## config.mk

```make
export PLATFORM = sky130hd
export DESIGN_NAME = murmur2_bucket_index
export DESIGN_NICKNAME = d
export VERILOG_FILES = /design/src/mbi_pkg.sv /design/src/mbi_front.sv /design/src/mbi_queue.sv /design/src/mbi_back.sv /design/src/murmur2_bucket_index.sv
export SDC_FILE = /design/constraint.sdc
export NUM_CORES = 1
export LEC_CHECK = 0
export BUFFER_PORTS_ARGS = -buffer_cell sky130_fd_sc_hd__buf_2
export CAP_MARGIN = 20
export CORE_ASPECT_RATIO = 0.6
export CORE_UTILIZATION = 59
export DETAILED_ROUTE_END_ITERATION = 16
export PLACE_DENSITY_LB_ADDON = 0.15
export SYNTH_ARGS = -nofsm -noshare
export SYNTH_HDL_FRONTEND = slang
export SYNTH_SLANG_ARGS = --single-unit
```

## constraint.sdc

```tcl
create_clock -name clk -period 27.2 [get_ports clk]
set_input_delay 1.36 -clock clk [delete_from_list [all_inputs] [get_ports clk]]
set_output_delay 1.36 -clock clk [all_outputs]
set_load 0.03 [all_outputs]
```

## src/mbi_pkg.sv

```systemverilog
// ============================================================================
// mbi_pkg: shared types and constants for the MurmurHash2 bucket index block
// Holds the queue entry layout, the operation codes and the mixing constants.
// ============================================================================
package mbi_pkg;

    // Mixing constants of the 32-bit MurmurHash2 definition.
    localparam logic [31:0] MIX_MUL     = 32'h5bd1_e995;
    localparam int          MIX_SHIFT   = 24;
    localparam int          FIN_SHIFT_A = 13;
    localparam int          FIN_SHIFT_B = 15;

    // Depth of the queue between front and back.
    localparam int QUEUE_DEPTH = 2;
    localparam int QPTR_W      = $clog2(QUEUE_DEPTH);
    localparam int QCNT_W      = $clog2(QUEUE_DEPTH + 1);

    // Kind of work that an item asks of the back end.
    typedef logic [1:0] op_kind_t;
    localparam op_kind_t OP_NONE = 2'd0;   // no key bytes
    localparam op_kind_t OP_TAIL = 2'd1;   // one to three tail bytes
    localparam op_kind_t OP_WORD = 2'd2;   // a full four-byte word

    // One classified item as it travels through the queue.
    typedef struct packed {
        op_kind_t    kind;
        logic [31:0] word;       // full word, or tail bytes already masked
        logic [31:0] init_hash;  // seed XOR key length, used on a first item
        logic        first;
        logic        last;
    } entry_t;

endpackage

```

## src/mbi_front.sv

```systemverilog
// ============================================================================
// mbi_front: input classifier
// Accepts items, clamps the key length, masks tail bytes and picks the
// operation kind, then pushes one entry into the queue.
// ============================================================================
module mbi_front #(
    parameter logic [31:0] MAX_KEY_BYTES = 32'd65535
) (
    input  logic            in_valid,
    output logic            in_ready,
    input  logic [31:0]     key_word,
    input  logic [2:0]      valid_bytes,
    input  logic [15:0]     key_length,
    input  logic            first_item,
    input  logic            last_item,
    input  logic [31:0]     seed,
    input  logic            queue_full,
    output logic            push,
    output mbi_pkg::entry_t push_entry
);

    logic [31:0] len_ext;
    logic [15:0] len_clamped;

    // An item is taken whenever the queue has room.
    assign in_ready = !queue_full;
    assign push     = in_valid && !queue_full;

    // Clamp the key length to the largest supported key.
    assign len_ext     = {16'd0, key_length};
    assign len_clamped = (len_ext > MAX_KEY_BYTES) ? MAX_KEY_BYTES[15:0] : key_length;

    // Classify the item and keep only the bytes that are valid.
    always_comb
    begin
        push_entry.init_hash = seed ^ {16'd0, len_clamped};
        push_entry.first     = first_item;
        push_entry.last      = last_item;
        case (valid_bytes)
            3'd0:
            begin
                push_entry.kind = mbi_pkg::OP_NONE;
                push_entry.word = 32'd0;
            end
            3'd1:
            begin
                push_entry.kind = mbi_pkg::OP_TAIL;
                push_entry.word = key_word & 32'h0000_00ff;
            end
            3'd2:
            begin
                push_entry.kind = mbi_pkg::OP_TAIL;
                push_entry.word = key_word & 32'h0000_ffff;
            end
            3'd3:
            begin
                push_entry.kind = mbi_pkg::OP_TAIL;
                push_entry.word = key_word & 32'h00ff_ffff;
            end
            default:
            begin
                // Four or more valid bytes count as a full word.
                push_entry.kind = mbi_pkg::OP_WORD;
                push_entry.word = key_word;
            end
        endcase
    end

endmodule

```

## src/mbi_queue.sv

```systemverilog
// ============================================================================
// mbi_queue: short queue between front and back
// A small first-in first-out buffer of classified entries.
// ============================================================================
module mbi_queue (
    input  logic            clk,
    input  logic            rst_n,
    input  logic            push,
    input  mbi_pkg::entry_t push_entry,
    output logic            full,
    input  logic            pop,
    output logic            head_valid,
    output mbi_pkg::entry_t head_entry
);

    mbi_pkg::entry_t                  slot_reg [mbi_pkg::QUEUE_DEPTH];
    logic [mbi_pkg::QPTR_W-1:0]       wr_ptr_reg, wr_ptr_next;
    logic [mbi_pkg::QPTR_W-1:0]       rd_ptr_reg, rd_ptr_next;
    logic [mbi_pkg::QCNT_W-1:0]       count_reg, count_next;
    logic                             do_push, do_pop;

    assign full       = (count_reg == mbi_pkg::QCNT_W'(mbi_pkg::QUEUE_DEPTH));
    assign head_valid = (count_reg != '0);
    assign head_entry = slot_reg[rd_ptr_reg];
    assign do_push    = push && !full;
    assign do_pop     = pop && head_valid;

    // Pointer and fill count update.
    always_comb
    begin
        wr_ptr_next = wr_ptr_reg;
        rd_ptr_next = rd_ptr_reg;
        count_next  = count_reg;
        if (do_push)
        begin
            wr_ptr_next = (wr_ptr_reg == mbi_pkg::QPTR_W'(mbi_pkg::QUEUE_DEPTH - 1))
                          ? '0 : wr_ptr_reg + 1'b1;
        end
        if (do_pop)
        begin
            rd_ptr_next = (rd_ptr_reg == mbi_pkg::QPTR_W'(mbi_pkg::QUEUE_DEPTH - 1))
                          ? '0 : rd_ptr_reg + 1'b1;
        end
        if (do_push && !do_pop)
        begin
            count_next = count_reg + 1'b1;
        end
        else if (do_pop && !do_push)
        begin
            count_next = count_reg - 1'b1;
        end
    end

    always_ff @(posedge clk or negedge rst_n)
    begin
        if (!rst_n)
        begin
            wr_ptr_reg <= '0;
            rd_ptr_reg <= '0;
            count_reg  <= '0;
        end
        else
        begin
            wr_ptr_reg <= wr_ptr_next;
            rd_ptr_reg <= rd_ptr_next;
            count_reg  <= count_next;
        end
    end

    // Entry storage needs no reset.
    always_ff @(posedge clk)
    begin
        if (do_push)
        begin
            slot_reg[wr_ptr_reg] <= push_entry;
        end
    end

endmodule

```

## src/mbi_back.sv

```systemverilog
// ============================================================================
// mbi_back: hash sequencer
// Runs the word mix, tail mix and final mix on one shared multiplier and
// holds the running hash and the result register.
// ============================================================================
module mbi_back (
    input  logic            clk,
    input  logic            rst_n,
    input  logic [31:0]     index_mask,
    input  logic            head_valid,
    input  mbi_pkg::entry_t head_entry,
    output logic            pop,
    output logic            out_valid,
    input  logic            out_ready,
    output logic [31:0]     bucket_index,
    output logic [31:0]     full_hash
);

    localparam logic [2:0] ST_IDLE = 3'd0;   // take the next entry
    localparam logic [2:0] ST_K2   = 3'd1;   // second multiply of the word
    localparam logic [2:0] ST_K3   = 3'd2;   // hash multiply and combine
    localparam logic [2:0] ST_F1   = 3'd3;   // final mix multiply
    localparam logic [2:0] ST_F2   = 3'd4;   // final shift and result load

    logic [2:0]  state_reg, state_next;
    logic [31:0] hash_reg, hash_next;
    logic [31:0] k_reg, k_next;
    logic        last_reg, last_next;
    logic        out_valid_reg, out_valid_next;
    logic [31:0] bucket_reg, bucket_next;
    logic [31:0] full_reg, full_next;

    logic [31:0] hash_start;
    logic [31:0] mul_a;
    logic [31:0] product;
    logic [31:0] hash_final;
    logic        out_free;

    assign hash_start = head_entry.first ? head_entry.init_hash : hash_reg;
    assign hash_final = hash_reg ^ (hash_reg >> mbi_pkg::FIN_SHIFT_B);
    assign out_free   = !out_valid_reg || out_ready;
    assign pop        = (state_reg == ST_IDLE) && head_valid;

    // Operand select for the shared multiplier.
    always_comb
    begin
        case (state_reg)
            ST_IDLE:
            begin
                if (head_entry.kind == mbi_pkg::OP_WORD)
                begin
                    mul_a = head_entry.word;
                end
                else
                begin
                    mul_a = hash_start ^ head_entry.word;
                end
            end
            ST_K2:   mul_a = k_reg ^ (k_reg >> mbi_pkg::MIX_SHIFT);
            ST_K3:   mul_a = hash_reg;
            ST_F1:   mul_a = hash_reg ^ (hash_reg >> mbi_pkg::FIN_SHIFT_A);
            default: mul_a = hash_reg;
        endcase
    end

    assign product = mul_a * mbi_pkg::MIX_MUL;

    // Sequencer.
    always_comb
    begin
        state_next     = state_reg;
        hash_next      = hash_reg;
        k_next         = k_reg;
        last_next      = last_reg;
        out_valid_next = out_valid_reg;
        bucket_next    = bucket_reg;
        full_next      = full_reg;
        if (out_valid_reg && out_ready)
        begin
            out_valid_next = 1'b0;
        end
        case (state_reg)
            ST_IDLE:
            begin
                if (head_valid)
                begin
                    last_next = head_entry.last;
                    case (head_entry.kind)
                        mbi_pkg::OP_WORD:
                        begin
                            hash_next  = hash_start;
                            k_next     = product;
                            state_next = ST_K2;
                        end
                        mbi_pkg::OP_TAIL:
                        begin
                            hash_next  = product;
                            state_next = head_entry.last ? ST_F1 : ST_IDLE;
                        end
                        default:
                        begin
                            hash_next  = hash_start;
                            state_next = head_entry.last ? ST_F1 : ST_IDLE;
                        end
                    endcase
                end
            end
            ST_K2:
            begin
                k_next     = product;
                state_next = ST_K3;
            end
            ST_K3:
            begin
                hash_next  = product ^ k_reg;
                state_next = last_reg ? ST_F1 : ST_IDLE;
            end
            ST_F1:
            begin
                hash_next  = product;
                state_next = ST_F2;
            end
            ST_F2:
            begin
                // Wait here until the result register is free.
                if (out_free)
                begin
                    hash_next      = hash_final;
                    full_next      = hash_final;
                    bucket_next    = hash_final & index_mask;
                    out_valid_next = 1'b1;
                    state_next     = ST_IDLE;
                end
            end
            default:
            begin
                state_next = ST_IDLE;
            end
        endcase
    end

    always_ff @(posedge clk or negedge rst_n)
    begin
        if (!rst_n)
        begin
            state_reg     <= ST_IDLE;
            hash_reg      <= 32'd0;
            out_valid_reg <= 1'b0;
        end
        else
        begin
            state_reg     <= state_next;
            hash_reg      <= hash_next;
            out_valid_reg <= out_valid_next;
        end
    end

    // Working and result payload.
    always_ff @(posedge clk)
    begin
        k_reg      <= k_next;
        last_reg   <= last_next;
        bucket_reg <= bucket_next;
        full_reg   <= full_next;
    end

    assign out_valid    = out_valid_reg;
    assign bucket_index = bucket_reg;
    assign full_hash    = full_reg;

    // The second step of the word mix is always followed by its third step.
    assert property (@(posedge clk) disable iff (!rst_n)
        (state_reg == ST_K2) |=> (state_reg == ST_K3))
        else $error("word mix left its second step early");

    // The final mix always reaches the result step.
    assert property (@(posedge clk) disable iff (!rst_n)
        (state_reg == ST_F1) |=> (state_reg == ST_F2))
        else $error("final mix skipped its result step");

    // Entries are taken only between items.
    assert property (@(posedge clk) disable iff (!rst_n)
        pop |-> (state_reg == ST_IDLE))
        else $error("entry taken while an item is in progress");

    // A new result appears only from the result step.
    assert property (@(posedge clk) disable iff (!rst_n)
        $rose(out_valid_reg) |-> ($past(state_reg) == ST_F2))
        else $error("result raised outside the result step");

endmodule

```

## src/murmur2_bucket_index.sv

```systemverilog
// ============================================================================
// murmur2_bucket_index: MurmurHash2 bucket index
// Hashes a key streamed as 32-bit words and reduces the hash to a bucket.
// ============================================================================
// Usage:
//   Items enter on the in_valid / in_ready channel, one little-endian key word
//   each. The first item of a key carries first_item and the key length; the
//   last carries last_item and may hold one to three tail bytes. A key with no
//   bytes is a single item marked first and last with valid_bytes zero.
//   Each last item gives one result (full_hash, bucket_index) on the
//   out_valid / out_ready channel; other items give none.
// Sequencing: a full word runs the back-end states IDLE, K2 and K3, a tail or
//   empty item IDLE alone, and a last item then F1 and F2 for the final mix;
//   every multiplication goes through the one shared 32x32 multiplier in the
//   back end. The result is registered from F2; an item may first wait in the
//   two-entry queue.
// Reset clears the running hash to zero, seed to 5381 and index_mask to 1023.
// When the receiver stalls, the result is held in the output register, the
//   back end waits at its final step and the queue takes items until full.
//   seed and index_mask are written through the APB port at byte addresses
//   0 and 4; the user must do so only while the block is idle (not enforced).
// ============================================================================
module murmur2_bucket_index #(
    parameter logic [31:0] MAX_KEY_BYTES = 32'd65535
) (
    input  logic        clk,
    input  logic        rst_n,
    // Configuration port
    input  logic        psel,
    input  logic        penable,
    input  logic        pwrite,
    input  logic [2:0]  paddr,
    input  logic [31:0] pwdata,
    output logic [31:0] prdata,
    output logic        pready,
    // Input channel
    input  logic        in_valid,
    output logic        in_ready,
    input  logic [31:0] key_word,
    input  logic [2:0]  valid_bytes,
    input  logic [15:0] key_length,
    input  logic        first_item,
    input  logic        last_item,
    // Output channel
    output logic        out_valid,
    input  logic        out_ready,
    output logic [31:0] bucket_index,
    output logic [31:0] full_hash
);

    localparam logic REG_SEED       = 1'b0;
    localparam logic REG_INDEX_MASK = 1'b1;

    logic [31:0]     seed_reg;
    logic [31:0]     mask_reg;
    logic            cfg_write;
    logic            push;
    logic            pop;
    logic            queue_full;
    logic            head_valid;
    mbi_pkg::entry_t push_entry;
    mbi_pkg::entry_t head_entry;

    // Configuration registers.
    assign pready    = 1'b1;
    assign cfg_write = psel && penable && pwrite;

    always_ff @(posedge clk or negedge rst_n)
    begin
        if (!rst_n)
        begin
            seed_reg <= 32'd5381;
            mask_reg <= 32'd1023;
        end
        else if (cfg_write)
        begin
            if (paddr[2] == REG_SEED)
            begin
                seed_reg <= pwdata;
            end
            else
            begin
                mask_reg <= pwdata;
            end
        end
    end

    assign prdata = (paddr[2] == REG_INDEX_MASK) ? mask_reg : seed_reg;

    // Front end: accept and classify.
    mbi_front #(
        .MAX_KEY_BYTES (MAX_KEY_BYTES)
    ) u_front (
        .in_valid    (in_valid),
        .in_ready    (in_ready),
        .key_word    (key_word),
        .valid_bytes (valid_bytes),
        .key_length  (key_length),
        .first_item  (first_item),
        .last_item   (last_item),
        .seed        (seed_reg),
        .queue_full  (queue_full),
        .push        (push),
        .push_entry  (push_entry)
    );

    // Queue between the two halves.
    mbi_queue u_queue (
        .clk        (clk),
        .rst_n      (rst_n),
        .push       (push),
        .push_entry (push_entry),
        .full       (queue_full),
        .pop        (pop),
        .head_valid (head_valid),
        .head_entry (head_entry)
    );

    // Back end: hash sequencer and result register.
    mbi_back u_back (
        .clk          (clk),
        .rst_n        (rst_n),
        .index_mask   (mask_reg),
        .head_valid   (head_valid),
        .head_entry   (head_entry),
        .pop          (pop),
        .out_valid    (out_valid),
        .out_ready    (out_ready),
        .bucket_index (bucket_index),
        .full_hash    (full_hash)
    );

endmodule
```

==> results.json <==
{
  "root_buffer": "clkbuf_16",
  "ctsResizeCount": 0,
  "synth_seq_cells": 337,
  "die_area_um2": 43000,
  "yosysTopAreaCellShare_pct": 28.1,
  "gp_congestion": 0.979,
  "antenna_left": 0,
  "slowest_stage": "dfrtp_4",
  "syn-cell-area_um2": 24900,
  "final_layout_size_suffix_gt1_share_pct": 18.2,
  "hpwl_um": 51900,
  "yosysSeqAreaShare_pct": 38.7,
  "num_rows": 57,
  "max_stage_delay_ns": 0.84,
  "worst_slew_pin_slew_ns": 1.10,
  "outcome": "finished, final reports clean",
  "antenna_found_initial": 1,
  "worst_setup_path_end_kind": "flip-flop",
  "path_delay_family": "adder cells",
  "reg2regPathDepth": 34,
  "start_kind": "flip-flop",
  "hold_viol": 0,
  "min_period_over_period_pct": 39.6,
  "required_ns": 27.64,
  "syn_area_per_cell_um2": 11.3,
  "path_clk_slew_ns": 0.07,
  "hold_class": "flip-flop to flip-flop",
  "rsz0062_at_grt": "no",
  "synth_flop_cell": "edfxtp_1",
  "holdPathEnd": "u_queue.slot_reg[1][24]",
  "critPathBufInv": 7,
  "ys_async_sr_fraction_pct": 30.9,
  "yosys_warnings": 0,
  "syn_inst": 2211,
  "h-tree-depth": 1,
  "reg2reg_from": "u_queue.rd_ptr_reg",
  "arrival_ns": 11.21,
  "area_delta_synth_final_pct": 10.9,
  "coreArea_um2": 41000,
  "cts_buffers": 29,
  "clkLatencyLatePin_ns": 0.57,
  "syn_nets": 2703,
  "cts_setup_buffers": 0,
  "overflow": 0,
  "grt_max_degree": 63,
  "hold_start": "seed_reg[22]",
  "cp_max_fo": 42,
  "cts_tree": "built",
  "cpMostUsedCell": "fa_1",
  "clock-sinks": 337,
  "drc": 0,
  "die_h_um": 161,
  "reg2reg_to": "u_back.hash_reg[30]",
  "firstDrtPassIters": 6,
  "fin_tns_setup_ns": 0,
  "min_period_ns": 10.77,
  "initial_core_util_pct": 60.7,
  "dp_cells": 2922,
  "fmax_mhz": 92.9,
  "synth.top_cells.by_area": "edfxtp_1 (28%), fa_1 (14%), ha_1 (11%), dfrtp_1 (9.0%), inv_1 (5.4%)",
  "synth_edf_count": 233,
  "yosysMostFrequentCell": "inv_1",
  "relSlewSlack_pct": 26.1,
  "ys_types": 89,
  "slew_violations": 0,
  "track_usage_pct": 32.7,
  "r2r_setup_slack_ns": 16.43,
  "hold_buffers": 0,
  "fp.dieW_um": 267,
  "crit_type": "flip-flop to flip-flop",
  "synth_common_cells": "inv_1 (355), edfxtp_1 (233), ha_1 (217)",
  "yosysTopAreaCell": "edfxtp_1",
  "clockBufferDepth": 3,
  "avgViaCountPerCell": 5.85,
  "routed_wl_um": 68400,
  "startpoint": "u_queue.rd_ptr_reg",
  "drt_iter0_drc": 1876,
  "grt_pass1_vias": 17498,
  "wl_per_cell_um": 23.0,
  "skew_ns": 0.0138,
  "finalSetupViolations": 0,
  "numPortBuffers": 190,
  "drv_cap": 0,
  "grt_pass1_wl_um": 105000,
  "largest_reg_flops": 136,
  "ios": 194,
  "fin_cells": 2977,
  "vias": 17408,
  "holdPathStages": 0,
  "nets": 2885
}
## cell families after synthesis
group	count (synthesis)	synth area share (%)
buf+inv	437	6.92
fa+ha+maj	397	25.4
simple gates	394	7.46
flops	337	38.7
compound gates	312	8.09
mux	176	7.64
xor+xnor	157	5.82
other cells	1	0.0151
## final cells by class
cell class | count | area, um^2
fill | 3100 | 13400
inverter | 357 | 1340
multi-input combinational | 1437 | 13600
antenna | 1 | 2.50
clock buffer | 39 | 898
timing repair buffer | 231 | 1270
tap | 560 | 701
clock inverter | 15 | 155
sequential | 337 | 9620
## metrics by stage
stage          area (um^2)  util, %  setup WS, ns  hold slack [ns]
6_report             27600     67.3         16.43            0.500
5_1_grt              27600     67.2         15.93            0.515
4_1_cts              27600     67.2         16.52            0.500
3_5_place_dp         26500     64.7         16.56            0.479
3_3_place_gp         26500     64.6         16.76            0.472
2_1_floorplan        24900        -         17.76            0.423
## layout by cell type (no fill, tap or decap), types with 41 or more instances in the layout
cell and instances:
and2_1 41, ha_1 217, mux2i_1 70, a21oi_1 115
mux2_2 102, buf_4 41, edfxtp_1 233, fa_1 180
o21ai_0 61, xor2_1 82, nor2_1 156, xnor2_1 69
nand2_1 98, inv_1 355, buf_2 189, dfrtp_1 88
## worst max path at each step
stage,cells after the start,slack (ns),end
global placement,34,16.76,u_back.hash_reg[31]
finish,34,16.43,u_back.hash_reg[30]
floorplan,36,17.76,u_back.hash_reg[31]
CTS,34,16.52,u_back.hash_reg[31]
global route,34,15.93,u_back.hash_reg[30]
detailed placement,34,16.56,u_back.hash_reg[31]
## routing by layer
| metal | global-route usage, % | vias to the layer above | share of wire, % |
|---|---|---|---|
| met5 | 0 | - | 0.096 |
| met4 | 6.09 | 2 | 2.0 |
| met3 | 8.68 | 111 | 11 |
| met2 | 46.9 | 856 | 42 |
| met1 | 50.3 | 8649 | 45 |
| li1 | - | 7790 | - |
Power is left out: the tool's default activity adds up to more than one toggle a clock period on the data nets, which glitch-free logic cannot reach.
